## src/hdl/ded_pkg.sv

```systemverilog
// Package: shared constants, register codes and cell control type for the embedding differencer.
`default_nettype none
package ded_pkg;

  // Window depth in differences; the window holds one more value
  localparam int MaxDim  = 32;
  localparam int SampleW = 64;
  localparam int DimW    = 6;
  localparam int WrapW   = 31;
  localparam int CfgIdxW = 8;
  localparam int CfgDataW = 32;

  // Effective dimension and emitted-result counter width (holds MaxDim itself)
  localparam int EffW  = $clog2(MaxDim + 1);
  // Warm-up counter width (holds MaxDim + 1)
  localparam int WarmW = $clog2(MaxDim + 2);

  // Configuration register indexes
  typedef enum logic [CfgIdxW-1:0] {
    REG_DIMENSIONS   = 8'd0,
    REG_WRAP_MODULUS = 8'd1
  } cfg_reg_e;

  // Control broadcast to every cell
  typedef struct packed {
    logic load_diff;   // capture newer minus older from the window
    logic fix_diff;    // add wrap value to negative differences
    logic shift_diff;  // hand differences one cell up toward the tap
  } cell_ctrl_t;

endpackage : ded_pkg
`default_nettype wire

```

## src/hdl/ded_cell.sv

```systemverilog
// One window cell: holds a stored sample and the difference to its newer neighbor.
`default_nettype none
module ded_cell (
  input  wire logic                             clk_i,
  input  wire logic                             rst_ni,
  input  wire ded_pkg::cell_ctrl_t              ctrl_i,
  input  wire logic                             win_en_i,
  input  wire logic [ded_pkg::WrapW-1:0]        wrap_i,
  input  wire logic [ded_pkg::SampleW-1:0]      prev_win_i,
  input  wire logic [ded_pkg::SampleW-1:0]      prev_diff_i,
  output logic      [ded_pkg::SampleW-1:0]      win_o,
  output logic      [ded_pkg::SampleW-1:0]      diff_o
);

  logic [ded_pkg::SampleW-1:0] win_q;
  logic [ded_pkg::SampleW-1:0] diff_q, diff_d;

  // Shift the stored sample in from the newer neighbor
  always_ff @(posedge clk_i or negedge rst_ni) begin
    if (!rst_ni) begin
      win_q <= '0;
    end else if (win_en_i) begin
      win_q <= prev_win_i;
    end
  end

  // Load, wrap or pass along the difference
  always_comb begin
    diff_d = diff_q;
    if (ctrl_i.load_diff) begin
      diff_d = prev_win_i - win_q;
    end else if (ctrl_i.fix_diff) begin
      if (diff_q[ded_pkg::SampleW-1]) begin
        diff_d = diff_q + ded_pkg::SampleW'(wrap_i);
      end
    end else if (ctrl_i.shift_diff) begin
      diff_d = prev_diff_i;
    end
  end

  always_ff @(posedge clk_i) begin
    diff_q <= diff_d;
  end

  assign win_o  = win_q;
  assign diff_o = diff_q;

endmodule : ded_cell
`default_nettype wire

```

## config.mk

```make
export PLATFORM = sky130hd
export DESIGN_NAME = ded_cell
export DESIGN_NICKNAME = d
export VERILOG_FILES = /design/src/hdl/ded_pkg.sv /design/src/hdl/ded_cell.sv
export SDC_FILE = /design/constraint.sdc
export NUM_CORES = 1
export LEC_CHECK = 0
export BUFFER_PORTS_ARGS = -buffer_cell sky130_fd_sc_hd__buf_2
export CORE_ASPECT_RATIO = 0.7
export CORE_UTILIZATION = 50
export DETAILED_ROUTE_END_ITERATION = 7
export PLACE_DENSITY = 0.82
export SYNTH_ARGS = -nofsm -noshare
export SYNTH_HDL_FRONTEND = slang
export SYNTH_SLANG_ARGS = --single-unit
```

## constraint.sdc

```tcl
create_clock -name clk_i -period 7.9 [get_ports clk_i]
set_clock_uncertainty 0.1 [all_clocks]
set_input_delay 1.58 -clock clk_i [delete_from_list [all_inputs] [get_ports clk_i]]
set_output_delay 1.58 -clock clk_i [all_outputs]
set_load 0.05 [all_outputs]
```

## After elaboration in Yosys (flattened, before gate mapping)

Index checks and enable logic that the tools add are counted.
Widths: inputs -> output; s select.

| word-level totals | value |
|---|---|
| register bits after elaboration | 128 |
| input bits | 165 |
| output and inout bits | 128 |
| word-level logic and storage cells | 12 |

| cells by class | value |
|---|---|
| add/sub/neg operators | 2 |
| equality and inequality tests | 1 |
| mux-type cells | 4 |
| reductions and logical operators | 2 |

Operators with widths:

| operator | count |
|---|---|
| $mux 64 | 4 |
| $add 64x31->64 | 1 |
| $sub 64x64->64 | 1 |
| $ne 3x1->1 const B | 1 |
| $reduce_bool 3->1 | 1 |
| $reduce_and 2->1 | 1 |

## Logic depth before layout (Yosys ltp)

| logic depth | value |
|---|---|
| depth after elaboration | 4 |
| depth in mapped cells | 14 |

## Worst setup path after synthesis

OpenSTA, ideal clock, no wires.

| timing | value |
|---|---|
| path type | input port to flip-flop |
| start point | input port wrap_i[0] (netlist name) |
| end point | register diff_q (netlist bit diff_o[60]), data pin |
| setup time | 0.261 ns |
| data arrival time | 3.985 ns |
| required time | 7.539 ns |
| slack | 3.554 ns |
| stages on the path | 14 |
| path buffers | 1 |
| path through | ha_1 inv_1 fa_1 nor2b_1 o2111ai_2 a21oi_1 o41ai_4 o22ai_2 o31ai_4 or2_1 buf_4 o21ai_0 a21oi_1 a221o_1 |

| on the way | value |
|---|---|
| longest elaborated chain between the ends | 4 |

RTL lines:

| element | RTL line | text |
|---|---|---|
| start: declaration | ded_cell.sv:8 | `input wire logic [ded_pkg::WrapW-1:0] wrap_i,` |
| $add 64x31->64 | ded_cell.sv:34 | `diff_d = diff_q + ded_pkg::SampleW'(wrap_i);` |
| $mux 64 | ded_cell.sv:33 | `if (diff_q[ded_pkg::SampleW-1]) begin` |
| $mux 64 | ded_cell.sv:32 | `end else if (ctrl_i.fix_diff) begin` |
| $mux 64 | ded_cell.sv:30 | `if (ctrl_i.load_diff) begin` |
| via diff_d, one bit | ded_cell.sv:16 | `logic [ded_pkg::SampleW-1:0] diff_q, diff_d;` |
| end signal: assignment | ded_cell.sv:42 | `diff_q <= diff_d;` |
| end: declaration | ded_cell.sv:16 |  |

The timed path passes the listed nets, and every way through them passes these cells. The select of a mux whose other input is x is not followed.
A chain may end at the register's enable or synchronous reset.

## Final worst setup path

| timing | value |
|---|---|
| start point | input port prev_win_i[28] (netlist name) |
| end point | register diff_q (netlist bit diff_o[55]), data pin |

| on the way | value |
|---|---|
| longest elaborated chain between the ends | 2 |

RTL lines:

| element | RTL line | text |
|---|---|---|
| start: declaration | ded_cell.sv:9 | `input wire logic [ded_pkg::SampleW-1:0] prev_win_i,` |
| $sub 64x64->64 | ded_cell.sv:31 | `diff_d = prev_win_i - win_q;` |
| $mux 64 | ded_cell.sv:30 |  |
| via diff_d, one bit | ded_cell.sv:16 |  |

The timed path passes the listed nets, and every way through them passes these cells.

==> out/results.ini <==
[run_status]
status=complete, no violations

[worst_setup_path]
worst-path-max-fanout=8
start_kind=primary input
path_class=in2reg
crit_arrival_ns=4.58
critPathCaptureType=flip-flop
worstPathRequired_ns=8.00

[floorplanning]
placementRows=45
ios=293
core_sq_mm=0.0221
die_w_microns=183
die_h_microns=129
die-area_sq_mm=0.0235
start_util=0.519

[placed_design]
dp_hpwl_microns=32300
portBuffers=292
gp_congestion=0.998

[logic_synthesis]
syn_nets=1653
netlist.area_leader.share=0.168
ys.warnings.count=0
yosysMostFrequentCell=nand2_1
synth-seq-cells=128
synth_common_cells=180 x nand2_1, 154 x o21ai_0, 118 x a21oi_1, 99 x inv_1, 94 x ha_1
synthFlopType=edfxtp_1
async_flop_share=0.500
ys_seq_area_frac=0.307
synth_area_leaders=edfxtp_1 17%, dfrtp_1 14%, ha_1 10%
postSynthAreaPerCell_sq_um=8.23
synth_top_area_cell=edfxtp_1
synthCells=1392
synth_edf_count=64
syn_area_sq_mm=0.0115
ys_types=83

[clock_tree]
cts_tree=built
numClockSinks=128
clk_path_buf_depth=2
cts.clk_slew.worst_paths_ns=0.06
ctsResizeCount=0
clock_latency_ns=0.44
ctsHtreeMaxLevel=4
root_buffer=clkbuf_16
cts_buffers=17
post-cts-setup-buffers=0
holdBufCountCts=0

[route]
vias_per_cell=6.17
dr.first_iter.drc_count=1613
ant_nets=0
wl_per_cell_microns=20.8
wirelength_microns=40900
drc_errors=0
dr_total_vias=12100
dr.pass1.iters=6

[global_route]
grt_util_all_layers=0.347
grt_pass1_wl_microns=62400
grt_pass1_vias=11000
grt_max_degree=80
antenna_found_initial=1
grt-ovfl-total=0

[worst_hold_path]
worstHoldPathType=reg2reg

[power_and_ir_drop]
ir_drop_mv=0.173
cellLeakagePower_nw=6.25
powerDensity_mw_per_mm2=246

[cells_and_area]
fin_util=0.618
drive_gt1_frac=0.214
synthToLayoutAreaGrowth_pct=19.1
layout.nets=1908

[sta]
period_share=0.567
hold_violations=0
setup_viol=0
fin_setup_tns_ns=0
fmax_ghz=0.223
slew_violations=0
worst_pin_slew_ns=1.13
min_period_ns=4.48
slew_headroom=0.247
rsz0062_at_grt=false

[job]
maxCapViolations=0

## report_power, final
group	switching (W)	internal (W)	leakage [nW]
clock	0.000311	0.000444	0.271
combinational	0.00115	0.000520	4.54
sequential	0.0000965	0.000834	1.44
total	0.00155	0.00180	6.25
## state kept, by name, indices dropped and copies added (netlist names)
signal / cells
diff_o: 64
win_o: 64
## cell type report
cell class / instances / area (sq um)
repair buffers: 298 / 1510
well taps: 305 / 382
flip-flops and latches: 128 / 3520
clock buffers: 27 / 514
clock inverters: 5 / 27.5
fillers: 2048 / 8420
diodes: 1 / 2.50
inverters: 100 / 375
multi-input cells: 1102 / 7310
## path summary, 6_finish.rpt
| check | from | to | slack (ns) | cells past startpoint |
|---|---|---|---|---|
| setup / recovery | prev_win_i[28] | diff_o[55] | 3.42 | 12 |
| hold / removal | win_o[0] | win_o[0] | 0.45 | 1 |
| setup reg to reg | diff_o[21] | diff_o[60] | 4.18 | 11 |
| hold reg to reg | win_o[0] | win_o[0] | 0.45 | 1 |
| max in group asynchronous | rst_ni | win_o[7] | 5.88 | 2 |
| min in group asynchronous | rst_ni | win_o[44] | 1.23 | 2 |
## through the flow
stage	hold slack [ns]	setup WS [ns]	cell area (sq um)	total power, W	cells
2_1_floorplan	0.703	3.55	11500	0.00210	1392
6_report	0.448	3.42	13600	0.00335	1966
3_5_place_dp	0.433	3.03	13100	0.00256	1933
5_1_grt	0.464	3.21	13600	0.00351	1966
4_1_cts	0.446	3.48	13600	0.00332	1965
3_3_place_gp	0.417	3.08	13100	0.00255	1933
## critical path: stages
cell      delay (ns)
buf_2           0.11
ha_1            0.41
a21oi_1         0.20
nor2_1          0.07
a211oi_1        0.54
nor4b_1         0.30
nand3_1         0.17
a31oi_2         0.22
o21ai_1         0.26
a21boi_0        0.37
mux2i_1         0.14
a21o_1          0.19
## cells in the final DEF (no fill, tap or decap), types with 12 or more instances in the layout
cell	n
o21ai_0	154
and2_1	15
or3_1	12
o221ai_1	18
nand4_1	23
nand2_1	179
xor2_1	49
nor2_1	58
inv_1	99
nand3_1	25
and3_1	12
ha_1	94
dfrtp_1	64
nand2b_1	16
buf_2	291
a22oi_1	33
nor3_1	19
edfxtp_1	64
o21bai_1	13
clkbuf_16	18
a21o_1	41
a21oi_1	118
xnor2_1	62
## kinds of logic after synthesis
group | Yosys count | synth area share
DFF | 128 | 0.307
muxes | 5 | 0.00459
buffers and inverters | 162 | 0.0553
and+or+nand+nor | 400 | 0.165
xor gates and xnor gates | 111 | 0.0848
AOI/OAI and AO/OA | 490 | 0.276
adders and majority gates | 96 | 0.106
## per-layer routing
| metal | vias up | global-route usage | share of wire |
|---|---|---|---|
| li1 | 5582 | - | - |
| met1 | 5752 | 0.538 | 0.47 |
| met2 | 729 | 0.464 | 0.39 |
| met3 | 65 | 0.0937 | 0.12 |
| met4 | 0 | 0.0907 | 0.020 |
| met5 | - | 0 | 0 |
No activity file was read; power rests on OpenSTA's default activity.
